## src/wpsg_pkg.sv

```systemverilog
// Shared constants, types and table construction for the wheel phase sine/cosine generator.
`default_nettype none

package wpsg_pkg;

    localparam int TABLE_SEGMENTS = 16;
    localparam int PHASE_BITS     = 24;
    localparam int SEG_BITS       = $clog2(TABLE_SEGMENTS);
    localparam int FRAC_BITS      = PHASE_BITS - SEG_BITS;

    localparam int RATE_W    = 24;
    localparam int DIST_W    = 24;
    localparam int RATE_FRAC = 20;
    localparam int DIST_FRAC = 16;
    localparam int ADV_SHIFT = RATE_FRAC + DIST_FRAC - PHASE_BITS;
    localparam int ADV_W     = ADV_SHIFT + PHASE_BITS;

    localparam logic [RATE_W-1:0] RATE_RESET = RATE_W'(349525);

    localparam int OUT_W   = 16;
    localparam int OUT_ONE = 16384;

    // table points in Q2.30
    localparam int PT_W  = 32;
    localparam int DIF_W = PT_W + 1;
    localparam int MUL_W = 32;
    localparam int PRD_W = 2 * MUL_W;
    localparam int RND_W = PRD_W - PHASE_BITS;
    localparam int VAL_W = RND_W + 1;

    localparam int NORM_W = 32;
    localparam int Q_W    = 17;
    localparam int DIV_W  = NORM_W + 1 + Q_W - 1;
    localparam int CNT_W  = $clog2(Q_W);

    localparam int          TAYLOR_TERMS = 20;
    localparam longint unsigned ONE_Q30     = 64'd1 << 30;
    localparam longint unsigned HALF_PI_Q30 = 64'd1686629713;

    typedef logic [TABLE_SEGMENTS:0][PT_W-1:0] t_pt_vec;

    typedef enum logic [2:0] {
        MS_ADV,
        MS_DCOS,
        MS_DSIN,
        MS_CSQ,
        MS_SSQ
    } t_mul_sel;

    typedef struct packed {
        logic     ld_in;
        t_mul_sel mul_sel;
        logic     upd_phase;
        logic     ld_pts;
        logic     ld_c;
        logic     ld_s;
        logic     ld_sq;
        logic     ld_norm;
        logic     div_init;
        logic     div_step;
        logic     ld_out;
    } t_cmd;

    // Shift-and-subtract long division, used only while the table is built.
    function automatic longint unsigned long_divide(input longint unsigned num,
                                                    input longint unsigned den);
        longint unsigned q;
        longint unsigned r;
        q = 0;
        r = 0;
        for (int b = 63; b >= 0; b--) begin
            r = (r << 1) | ((num >> b) & 64'd1);
            q = q << 1;
            if (r >= den) begin
                r = r - den;
                q = q | 64'd1;
            end
        end
        return q;
    endfunction

    // Points on the circle: quadrant symmetry plus a Taylor series in integers.
    function automatic t_pt_vec build_pts(input logic want_sin);
        t_pt_vec         v;
        longint unsigned q4;
        longint unsigned rem;
        longint unsigned x;
        longint unsigned t;
        longint          c;
        longint          s;
        longint          pc;
        longint          ps;
        int unsigned     quad;
        v = '0;
        for (int k = 0; k <= TABLE_SEGMENTS; k++) begin
            q4   = longint'(k) * 4;
            quad = int'((q4 / TABLE_SEGMENTS) & 3);
            rem  = q4 % TABLE_SEGMENTS;
            x    = (rem * HALF_PI_Q30 * 2 + TABLE_SEGMENTS) / (2 * TABLE_SEGMENTS);
            t    = ONE_Q30;
            c    = longint'(ONE_Q30);
            s    = 0;
            for (int j = 1; j <= TAYLOR_TERMS; j++) begin
                t = long_divide((t * x) >> 30, longint'(j));
                if ((j & 1) == 1) begin
                    s = ((((j - 1) >> 1) & 1) == 1) ? s - longint'(t) : s + longint'(t);
                end else begin
                    c = (((j >> 1) & 1) == 1) ? c - longint'(t) : c + longint'(t);
                end
            end
            unique case (quad)
                0: begin pc = c;  ps = s;  end
                1: begin pc = -s; ps = c;  end
                2: begin pc = -c; ps = -s; end
                default: begin pc = s; ps = -c; end
            endcase
            v[k] = want_sin ? PT_W'(ps) : PT_W'(pc);
        end
        return v;
    endfunction

    localparam t_pt_vec COS_PTS = build_pts(1'b0);
    localparam t_pt_vec SIN_PTS = build_pts(1'b1);

endpackage

`default_nettype wire

```

## src/wpsg_ctrl.sv

```systemverilog
// Sequencer for the phase step, interpolation, renormalizing divide and output handshake.
`default_nettype none

module wpsg_ctrl (
    input  wire logic          i_clk,
    input  wire logic          i_rst_n,
    input  wire logic          i_valid,
    output logic               o_ready,
    output logic               o_valid,
    input  wire logic          i_ready,
    output wpsg_pkg::t_cmd     o_cmd
);
    import wpsg_pkg::*;

    typedef enum logic [3:0] {
        S_IDLE,
        S_ADV,
        S_PHASE,
        S_LOOK,
        S_IC,
        S_IS,
        S_SC,
        S_SS,
        S_NORM,
        S_DIVI,
        S_DIV,
        S_DONE
    } t_state;

    t_state             r_state;
    logic [CNT_W-1:0]   r_cnt;
    logic               r_out_valid;
    t_cmd               w_cmd;

    assign o_ready = (r_state == S_IDLE);
    assign o_valid = r_out_valid;
    assign o_cmd   = w_cmd;

    always_comb begin
        w_cmd         = '0;
        w_cmd.mul_sel = MS_ADV;
        unique case (r_state)
            S_IDLE:  w_cmd.ld_in = i_valid;
            S_ADV:   w_cmd.mul_sel = MS_ADV;
            S_PHASE: w_cmd.upd_phase = 1'b1;
            S_LOOK:  w_cmd.ld_pts = 1'b1;
            S_IC:    w_cmd.mul_sel = MS_DCOS;
            S_IS: begin
                w_cmd.mul_sel = MS_DSIN;
                w_cmd.ld_c    = 1'b1;
            end
            S_SC: begin
                w_cmd.mul_sel = MS_CSQ;
                w_cmd.ld_s    = 1'b1;
            end
            S_SS: begin
                w_cmd.mul_sel = MS_SSQ;
                w_cmd.ld_sq   = 1'b1;
            end
            S_NORM:  w_cmd.ld_norm = 1'b1;
            S_DIVI:  w_cmd.div_init = 1'b1;
            S_DIV:   w_cmd.div_step = 1'b1;
            S_DONE:  w_cmd.ld_out = !r_out_valid || i_ready;
            default: w_cmd = '0;
        endcase
    end

    always_ff @(posedge i_clk) begin
        if (!i_rst_n) begin
            r_state     <= S_IDLE;
            r_cnt       <= '0;
            r_out_valid <= 1'b0;
        end else begin
            if (w_cmd.ld_out) begin
                r_out_valid <= 1'b1;
            end else if (r_out_valid && i_ready) begin
                r_out_valid <= 1'b0;
            end
            unique case (r_state)
                S_IDLE:  if (i_valid) r_state <= S_ADV;
                S_ADV:   r_state <= S_PHASE;
                S_PHASE: r_state <= S_LOOK;
                S_LOOK:  r_state <= S_IC;
                S_IC:    r_state <= S_IS;
                S_IS:    r_state <= S_SC;
                S_SC:    r_state <= S_SS;
                S_SS:    r_state <= S_NORM;
                S_NORM:  r_state <= S_DIVI;
                S_DIVI: begin
                    r_cnt   <= '0;
                    r_state <= S_DIV;
                end
                S_DIV: begin
                    r_cnt <= r_cnt + 1'b1;
                    if (r_cnt == CNT_W'(Q_W - 1)) begin
                        r_state <= S_DONE;
                    end
                end
                S_DONE: begin
                    // hold here while the previous word is still unread
                    if (!r_out_valid || i_ready) begin
                        r_state <= S_IDLE;
                    end
                end
                default: r_state <= S_IDLE;
            endcase
        end
    end

endmodule

`default_nettype wire

```

## src/wpsg_datapath.sv

```systemverilog
// Phase accumulator, table interpolation, shared multiplier and two-lane restoring divider.
`default_nettype none

module wpsg_datapath (
    input  wire logic                                 i_clk,
    input  wire logic                                 i_rst_n,
    input  wire wpsg_pkg::t_cmd                       i_cmd,
    input  wire logic                                 i_cfg_we,
    input  wire logic [wpsg_pkg::RATE_W-1:0]          i_cfg_data,
    input  wire logic signed [wpsg_pkg::DIST_W-1:0]   i_step_distance,
    input  wire logic                                 i_reversed,
    output logic signed [wpsg_pkg::OUT_W-1:0]         o_cosine,
    output logic signed [wpsg_pkg::OUT_W-1:0]         o_sine
);
    import wpsg_pkg::*;

    logic [RATE_W-1:0]        r_tpm;
    logic [PHASE_BITS-1:0]    r_phase;
    logic [DIST_W-1:0]        r_dist;
    logic                     r_rev;
    logic [PRD_W-1:0]         r_prod;

    logic signed [PT_W-1:0]   r_pt_c;
    logic signed [PT_W-1:0]   r_pt_s;
    logic                     r_dc_neg;
    logic                     r_ds_neg;
    logic [MUL_W-1:0]         r_dc_mag;
    logic [MUL_W-1:0]         r_ds_mag;
    logic [PHASE_BITS-1:0]    r_frac;

    logic                     r_c_neg;
    logic                     r_s_neg;
    logic [MUL_W-1:0]         r_c_mag;
    logic [MUL_W-1:0]         r_s_mag;
    logic [PRD_W-1:0]         r_sq;
    logic [NORM_W-1:0]        r_norm;

    logic [DIV_W-1:0]         r_rem_c;
    logic [DIV_W-1:0]         r_rem_s;
    logic [DIV_W-1:0]         r_dsh;
    logic [Q_W-1:0]           r_q_c;
    logic [Q_W-1:0]           r_q_s;

    logic signed [OUT_W-1:0]  r_cos;
    logic signed [OUT_W-1:0]  r_sin;

    logic [DIST_W-1:0]        w_dist_mag;
    logic [ADV_W-1:0]         w_adv;
    logic [PHASE_BITS-1:0]    w_delta;
    logic [MUL_W-1:0]         w_mul_a;
    logic [MUL_W-1:0]         w_mul_b;
    logic [SEG_BITS:0]        w_seg0;
    logic [SEG_BITS:0]        w_seg1;
    logic signed [DIF_W-1:0]  w_dc;
    logic signed [DIF_W-1:0]  w_ds;
    logic [PRD_W-1:0]         w_rnd_sum;
    logic [RND_W-1:0]         w_rnd;
    logic                     w_i_neg;
    logic signed [PT_W-1:0]   w_i_pt;
    logic signed [VAL_W-1:0]  w_term;
    logic signed [VAL_W-1:0]  w_val;
    logic [VAL_W-1:0]         w_val_mag;
    logic [PRD_W:0]           w_sq_sum;
    logic [NORM_W-1:0]        w_norm;
    logic [DIV_W-1:0]         w_num_c;
    logic [DIV_W-1:0]         w_num_s;
    logic                     w_ge_c;
    logic                     w_ge_s;
    logic [OUT_W-1:0]         w_qc_sat;
    logic [OUT_W-1:0]         w_qs_sat;

    assign w_dist_mag = r_dist[DIST_W-1] ? (~r_dist + 1'b1) : r_dist;

    // rounded advance; only the low phase bits survive, so modular arithmetic suffices
    assign w_adv = (r_dist[DIST_W-1] ? (~r_prod[ADV_W-1:0] + 1'b1) : r_prod[ADV_W-1:0])
                   + (ADV_W'(1) << (ADV_SHIFT - 1));
    assign w_delta = w_adv[ADV_SHIFT +: PHASE_BITS];

    always_comb begin
        unique case (i_cmd.mul_sel)
            MS_ADV: begin
                w_mul_a = MUL_W'(r_tpm);
                w_mul_b = MUL_W'(w_dist_mag);
            end
            MS_DCOS: begin
                w_mul_a = r_dc_mag;
                w_mul_b = MUL_W'(r_frac);
            end
            MS_DSIN: begin
                w_mul_a = r_ds_mag;
                w_mul_b = MUL_W'(r_frac);
            end
            MS_CSQ: begin
                w_mul_a = r_c_mag;
                w_mul_b = r_c_mag;
            end
            MS_SSQ: begin
                w_mul_a = r_s_mag;
                w_mul_b = r_s_mag;
            end
            default: begin
                w_mul_a = '0;
                w_mul_b = '0;
            end
        endcase
    end

    assign w_seg0 = {1'b0, r_phase[PHASE_BITS-1 -: SEG_BITS]};
    assign w_seg1 = w_seg0 + 1'b1;
    assign w_dc   = DIF_W'($signed(COS_PTS[w_seg1])) - DIF_W'($signed(COS_PTS[w_seg0]));
    assign w_ds   = DIF_W'($signed(SIN_PTS[w_seg1])) - DIF_W'($signed(SIN_PTS[w_seg0]));

    // interpolation term, rounded half away from zero on the magnitude
    assign w_rnd_sum = r_prod + (PRD_W'(1) << (PHASE_BITS - 1));
    assign w_rnd     = w_rnd_sum[PHASE_BITS +: RND_W];
    assign w_i_neg   = i_cmd.ld_s ? r_ds_neg : r_dc_neg;
    assign w_i_pt    = i_cmd.ld_s ? r_pt_s : r_pt_c;
    assign w_term    = w_i_neg ? -$signed(VAL_W'(w_rnd)) : $signed(VAL_W'(w_rnd));
    assign w_val     = VAL_W'(w_i_pt) + w_term;
    assign w_val_mag = w_val[VAL_W-1] ? VAL_W'(-w_val) : VAL_W'(w_val);

    // r_prod holds s*s here, r_sq holds c*c; the sum stays far inside the norm width
    assign w_sq_sum = {1'b0, r_sq} + {1'b0, r_prod} + (PRD_W'(1) << 30);
    assign w_norm   = NORM_W'(1 << 29) + w_sq_sum[31 +: NORM_W];

    assign w_num_c = DIV_W'({r_c_mag, 15'b0}) + DIV_W'(r_norm);
    assign w_num_s = DIV_W'({r_s_mag, 15'b0}) + DIV_W'(r_norm);
    assign w_ge_c  = (r_rem_c >= r_dsh);
    assign w_ge_s  = (r_rem_s >= r_dsh);

    assign w_qc_sat = (r_q_c > Q_W'(OUT_ONE)) ? OUT_W'(OUT_ONE) : OUT_W'(r_q_c);
    assign w_qs_sat = (r_q_s > Q_W'(OUT_ONE)) ? OUT_W'(OUT_ONE) : OUT_W'(r_q_s);

    always_ff @(posedge i_clk) begin
        if (!i_rst_n) begin
            r_tpm   <= RATE_RESET;
            r_phase <= '0;
        end else begin
            if (i_cfg_we) begin
                r_tpm <= i_cfg_data;
            end
            if (i_cmd.upd_phase) begin
                r_phase <= r_rev ? (r_phase + w_delta) : (r_phase - w_delta);
            end
        end
    end

    always_ff @(posedge i_clk) begin
        r_prod <= w_mul_a * w_mul_b;
        if (i_cmd.ld_in) begin
            r_dist <= i_step_distance;
            r_rev  <= i_reversed;
        end
        if (i_cmd.ld_pts) begin
            r_pt_c   <= $signed(COS_PTS[w_seg0]);
            r_pt_s   <= $signed(SIN_PTS[w_seg0]);
            r_dc_neg <= w_dc[DIF_W-1];
            r_ds_neg <= w_ds[DIF_W-1];
            r_dc_mag <= w_dc[DIF_W-1] ? MUL_W'(-w_dc) : MUL_W'(w_dc);
            r_ds_mag <= w_ds[DIF_W-1] ? MUL_W'(-w_ds) : MUL_W'(w_ds);
            r_frac   <= {r_phase[FRAC_BITS-1:0], SEG_BITS'(0)};
        end
        if (i_cmd.ld_c) begin
            r_c_neg <= w_val[VAL_W-1];
            r_c_mag <= MUL_W'(w_val_mag);
        end
        if (i_cmd.ld_s) begin
            r_s_neg <= w_val[VAL_W-1];
            r_s_mag <= MUL_W'(w_val_mag);
        end
        if (i_cmd.ld_sq) begin
            r_sq <= r_prod;
        end
        if (i_cmd.ld_norm) begin
            r_norm <= w_norm;
        end
        if (i_cmd.div_init) begin
            r_rem_c <= w_num_c;
            r_rem_s <= w_num_s;
            r_dsh   <= DIV_W'({r_norm, 1'b0}) << (Q_W - 1);
            r_q_c   <= '0;
            r_q_s   <= '0;
        end else if (i_cmd.div_step) begin
            r_rem_c <= w_ge_c ? (r_rem_c - r_dsh) : r_rem_c;
            r_rem_s <= w_ge_s ? (r_rem_s - r_dsh) : r_rem_s;
            r_q_c   <= {r_q_c[Q_W-2:0], w_ge_c};
            r_q_s   <= {r_q_s[Q_W-2:0], w_ge_s};
            r_dsh   <= r_dsh >> 1;
        end
        if (i_cmd.ld_out) begin
            r_cos <= r_c_neg ? -$signed(w_qc_sat) : $signed(w_qc_sat);
            r_sin <= r_s_neg ? -$signed(w_qs_sat) : $signed(w_qs_sat);
        end
    end

    assign o_cosine = r_cos;
    assign o_sine   = r_sin;

endmodule

`default_nettype wire

```

## src/wheel_phase_sincos_generator_unit.sv

```systemverilog
// Top level of the wheel phase sine/cosine generator: controller plus datapath.
//
// Keeps a wheel's rotation phase as a 24-bit fraction of a turn. Each input
// word (i_step_distance, Q8.16 metres, and i_reversed) moves the phase by
// turns_per_meter times the distance, added when i_reversed is set and
// subtracted otherwise, wrapping modulo one turn. One output word follows
// per input word: interpolated cosine and sine of the new phase, Q1.14,
// renormalized towards the unit circle and saturated to +-16384.
// Channels: input i_valid/o_ready, output o_valid/i_ready, and a config
// write channel i_cfg_valid/o_cfg_ready/i_cfg_data (turns_per_meter, Q4.20),
// always ready; write it only while the block is idle.
// The sequence for each word runs the 17-step restoring divide (both lanes
// sharing one divisor) and the shared 32x32 multiplier, used five times; the
// next input word is accepted only once the sequencer is back in idle.
// A result waiting in the output register does not block the next input
// word; if the receiver stalls, the following result waits in its last
// stage until the register frees, and input is held off meanwhile.
// Reset: phase cleared, turns_per_meter back to 349525, no output valid.
`default_nettype none

module wheel_phase_sincos_generator_unit (
    input  wire logic                                 i_clk,
    input  wire logic                                 i_rst_n,
    input  wire logic                                 i_valid,
    output logic                                      o_ready,
    input  wire logic signed [wpsg_pkg::DIST_W-1:0]   i_step_distance,
    input  wire logic                                 i_reversed,
    output logic                                      o_valid,
    input  wire logic                                 i_ready,
    output logic signed [wpsg_pkg::OUT_W-1:0]         o_cosine,
    output logic signed [wpsg_pkg::OUT_W-1:0]         o_sine,
    input  wire logic                                 i_cfg_valid,
    output logic                                      o_cfg_ready,
    input  wire logic [wpsg_pkg::RATE_W-1:0]          i_cfg_data
);
    import wpsg_pkg::*;

    t_cmd w_cmd;

    assign o_cfg_ready = 1'b1;

    wpsg_ctrl u_ctrl (
        .i_clk   (i_clk),
        .i_rst_n (i_rst_n),
        .i_valid (i_valid),
        .o_ready (o_ready),
        .o_valid (o_valid),
        .i_ready (i_ready),
        .o_cmd   (w_cmd)
    );

    wpsg_datapath u_datapath (
        .i_clk           (i_clk),
        .i_rst_n         (i_rst_n),
        .i_cmd           (w_cmd),
        .i_cfg_we        (i_cfg_valid),
        .i_cfg_data      (i_cfg_data),
        .i_step_distance (i_step_distance),
        .i_reversed      (i_reversed),
        .o_cosine        (o_cosine),
        .o_sine          (o_sine)
    );

    a_out_range: assert property (@(posedge i_clk) disable iff (!i_rst_n)
        o_valid |-> ($signed(o_cosine) <= OUT_ONE && $signed(o_cosine) >= -OUT_ONE &&
                     $signed(o_sine) <= OUT_ONE && $signed(o_sine) >= -OUT_ONE))
        else $error("result word outside +-1.0");

    a_no_instant_result: assert property (@(posedge i_clk) disable iff (!i_rst_n)
        (i_valid && o_ready) |=> !$rose(o_valid))
        else $error("result appeared straight after an accepted word");

    a_result_from_busy: assert property (@(posedge i_clk) disable iff (!i_rst_n)
        $rose(o_valid) |-> $past(!o_ready))
        else $error("result raised without a word in progress");

endmodule

`default_nettype wire
```

## config.mk

```make
export PLATFORM = sky130hd
export DESIGN_NAME = wheel_phase_sincos_generator_unit
export DESIGN_NICKNAME = d
export VERILOG_FILES = /design/src/wpsg_pkg.sv /design/src/wpsg_ctrl.sv /design/src/wpsg_datapath.sv /design/src/wheel_phase_sincos_generator_unit.sv
export SDC_FILE = /design/constraint.sdc
export NUM_CORES = 2
export LEC_CHECK = 0
export BUFFER_PORTS_ARGS = -buffer_cell sky130_fd_sc_hd__buf_2
export CAP_MARGIN = 15
export CORE_UTILIZATION = 35
export CTS_CLUSTER_SIZE = 28
export DETAILED_ROUTE_END_ITERATION = 16
export GPL_ROUTABILITY_DRIVEN = 0
export GPL_TIMING_DRIVEN = 0
export PLACE_DENSITY = 0.47
export SYNTH_ARGS = -nofsm -noshare
export SYNTH_HDL_FRONTEND = slang
export SYNTH_HIERARCHICAL = 1
export SYNTH_SLANG_ARGS = --single-unit
export TNS_END_PERCENT = 100
```

## constraint.sdc

```tcl
create_clock -name i_clk -period 11.2 [get_ports i_clk]
set_clock_uncertainty 0.1 [all_clocks]
set_input_delay 1.68 -clock i_clk [delete_from_list [all_inputs] [get_ports i_clk]]
set_output_delay 1.68 -clock i_clk [all_outputs]
set_load 0.005 [all_outputs]
```

==> results.json <==
{
  "reg2reg_from": "u_datapath/r_dist[1]$_DFFE_PP_",
  "endpoint_kind": "register",
  "drt_wl_total_mm": 316,
  "ff2ff_setup_slack_ns": 0.18,
  "wl_per_cell_um": 26.2,
  "path_clk_slew_ns": 0.06,
  "setup_viol": 0,
  "path_class": "reg -> reg",
  "placed_cell_area_um2": 83500,
  "clock_latency_ns": 0.78,
  "synth_area_leaders": "fa_1, edfxtp_1, ha_1",
  "port_buffers": 86,
  "nets": 10591,
  "ys_seq_elements": 659,
  "grt_pass1_wl_mm": 456,
  "fill_cells": 22555,
  "cpMostUsedCell": "fa_1",
  "yosysMostFrequentCell": "inv_1",
  "tightest_slew_ns": 1.19,
  "grt_start_max_net_pins": 36,
  "clock_sinks": 659,
  "synthArstFlopShare": 0,
  "max_stage_delay_ns": 0.57,
  "max_freq_mhz": 90.8,
  "synth_edf_count": 460,
  "synth_common_cells": "inv_1, nand2_1, fa_1",
  "ant_nets": 0,
  "drt_iter0_markers": 6166,
  "die-area_um2": 227000,
  "antenna_found_initial": 21,
  "cp-start-kind": "register",
  "tns_ns": 0,
  "drive_gt1_frac": 0.0913,
  "slowest_stage": "fa_1",
  "htreeDepth": 3,
  "initial_core_util": 0.353,
  "die_h_um": 476,
  "finalHoldViolations": 0,
  "yosysSeqAreaShare": 0.226,
  "hp-start": "u_datapath/r_phase[19]$_SDFFE_PN0P_",
  "first_global_vias": 65448,
  "path_delay_family": "adder cells",
  "status": "complete, no violations",
  "cts_buffers": 84,
  "syn_nets": 10343,
  "maxSlewViolCount": 0,
  "yosys_warnings": 6,
  "yosysTopAreaCell": "fa_1",
  "area_growth_pct": 13.0,
  "drv_cap": 0,
  "crit_path_start": "u_datapath/r_dist[1]$_DFFE_PP_",
  "relSlewSlack": 0.198,
  "cts_tree": "yes",
  "synth_top_area_share": 0.230,
  "ios": 89,
  "grt-ovfl-total": 0,
  "ys.flop_type": "edfxtp_1",
  "dpl.hpwl_mm": 261,
  "coreArea_um2": 223000,
  "synth_cells": 8752,
  "cp_max_fo": 10,
  "grtUsageTotal": 0.276,
  "critPathArrivalTime_ns": 11.56,
  "ctsHoldBuffers": 0,
  "first_pass_iters": 9,
  "min-delay-path-class": "reg -> reg",
  "period_minus_slack_ns": 11.02,
  "dieWidth_um": 476,
  "root_buffer": "clkbuf_16",
  "drcViolationCount": 0,
  "period_share": 0.984,
  "final_area_um2": 88900,
  "core.rowCount": 173,
  "worst-path-buf-inv": 7,
  "vias": 66143,
  "clockBufferDepth": 3,
  "syn_avg_cell_area_um2": 9.00,
  "synth_cell_types": 107,
  "synth_area_um2": 78700,
  "required_ns": 11.74,
  "viasPerCell": 5.48
}
[worst reg2reg max path: cells and delay by family (launching register included)]
family                     cells  cell delay [ns]
AOI/OAI and AO/OA             10             1.89
xor gates and xnor gates       2             0.43
adders and majority gates     10             4.81
buffers and inverters          7             0.73
DFF                            1             0.54
and+or+nand+nor               10             2.42
[what timing repair did]
action,4_1_cts,5_1_grt
gates resized for setup,451,196
buffers inserted,25,36
pin swaps,19,35
gates cloned,0,0
endpoints found under the setup margin,53,26
[flip-flops by register name, indices dropped and copies added (netlist names), 16 cells and up, named ones only]
signal               cells
u_datapath/r_prod       64
u_datapath/r_sq         63
u_datapath/r_dsh        49
u_datapath/r_rem_c      49
u_datapath/r_rem_s      49
u_datapath/r_c_mag      32
u_datapath/r_dc_mag     32
u_datapath/r_ds_mag     32
u_datapath/r_norm       32
u_datapath/r_s_mag      32
u_datapath/r_dist       24
u_datapath/r_phase      24
u_datapath/r_tpm        24
u_datapath/r_frac       20
u_datapath/r_q_c        17
u_datapath/r_q_s        17
u_datapath/o_cosine     16
u_datapath/o_sine       16
[area by class of cell]
type | count | area [um^2] | share of cell area
multi-input combinational | 6436 | 56100 | 0.630
sequential | 659 | 17800 | 0.200
inverter | 1278 | 4800 | 0.0540
tap | 2975 | 3720 | 0.0419
clock buffer | 113 | 2390 | 0.0269
buffer | 352 | 2040 | 0.0229
timing repair buffer | 189 | 1500 | 0.0169
clock inverter | 45 | 561 | 0.00630
antenna | 22 | 55.1 | 0.000619
[cell usage in the layout, fill, tap and decap left out, types with 97 or more instances in the layout]
cell type,n
a21o_1,173
a21oi_1,374
buf_2,110
clkbuf_1,173
dfxtp_1,199
edfxtp_1,460
fa_1,902
ha_1,625
inv_1,1265
mux2i_1,111
nand2_1,963
nand3_1,137
nor2_1,846
nor3_1,97
o21ai_0,304
xnor2_1,373
xor2_1,203
[stage by stage]
step / setup slack, ns / cells / utilization / hold slack [ns]
after floorplan: 0.846 / 8752 / - / 0.306
after global placement: -4.08 / 11813 / 0.372 / 0.316
after detailed placement: -3.49 / 11854 / 0.375 / 0.324
after CTS: -0.0736 / 12012 / 0.395 / 0.335
after global routing: -0.0629 / 12056 / 0.399 / 0.349
final: 0.184 / 12069 / 0.399 / 0.327
[cell families (layout without fill, tap and decap cells)]
logic type / Yosys count / after routing / synth area share
flops: 659 / 659 / 0.226
buf+inv: 1657 / 1977 / 0.0795
xor+xnor: 581 / 581 / 0.0647
other cells: 1 / 23 / 0.0000476
fa+ha+maj: 1537 / 1537 / 0.330
simple gates: 2595 / 2595 / 0.147
compound gates: 1532 / 1532 / 0.127
mux: 190 / 190 / 0.0251
[final timing paths]
check / to / depth (start not counted)
setup / recovery: u_datapath/r_prod[63]$_DFF_P_ / 39
hold reg to reg: u_datapath/r_frac[23]$_DFFE_PP_ / 0
hold / removal: u_datapath/r_frac[23]$_DFFE_PP_ / 0
setup reg to reg: u_datapath/r_prod[63]$_DFF_P_ / 39
[per-layer routing]
| metal | GRT usage | up-vias | routed length, um |
|---|---|---|---|
| met4 | 0.144 | 10 | 19400 |
| li1 | - | 29543 | - |
| met5 | 0 | - | 236 |
| met3 | 0.0762 | 697 | 31400 |
| met2 | 0.404 | 3091 | 132000 |
| met1 | 0.368 | 32802 | 133000 |
Power is not shown: default switching activity piles up to over one toggle a cycle in this logic, so the estimate is an artifact.
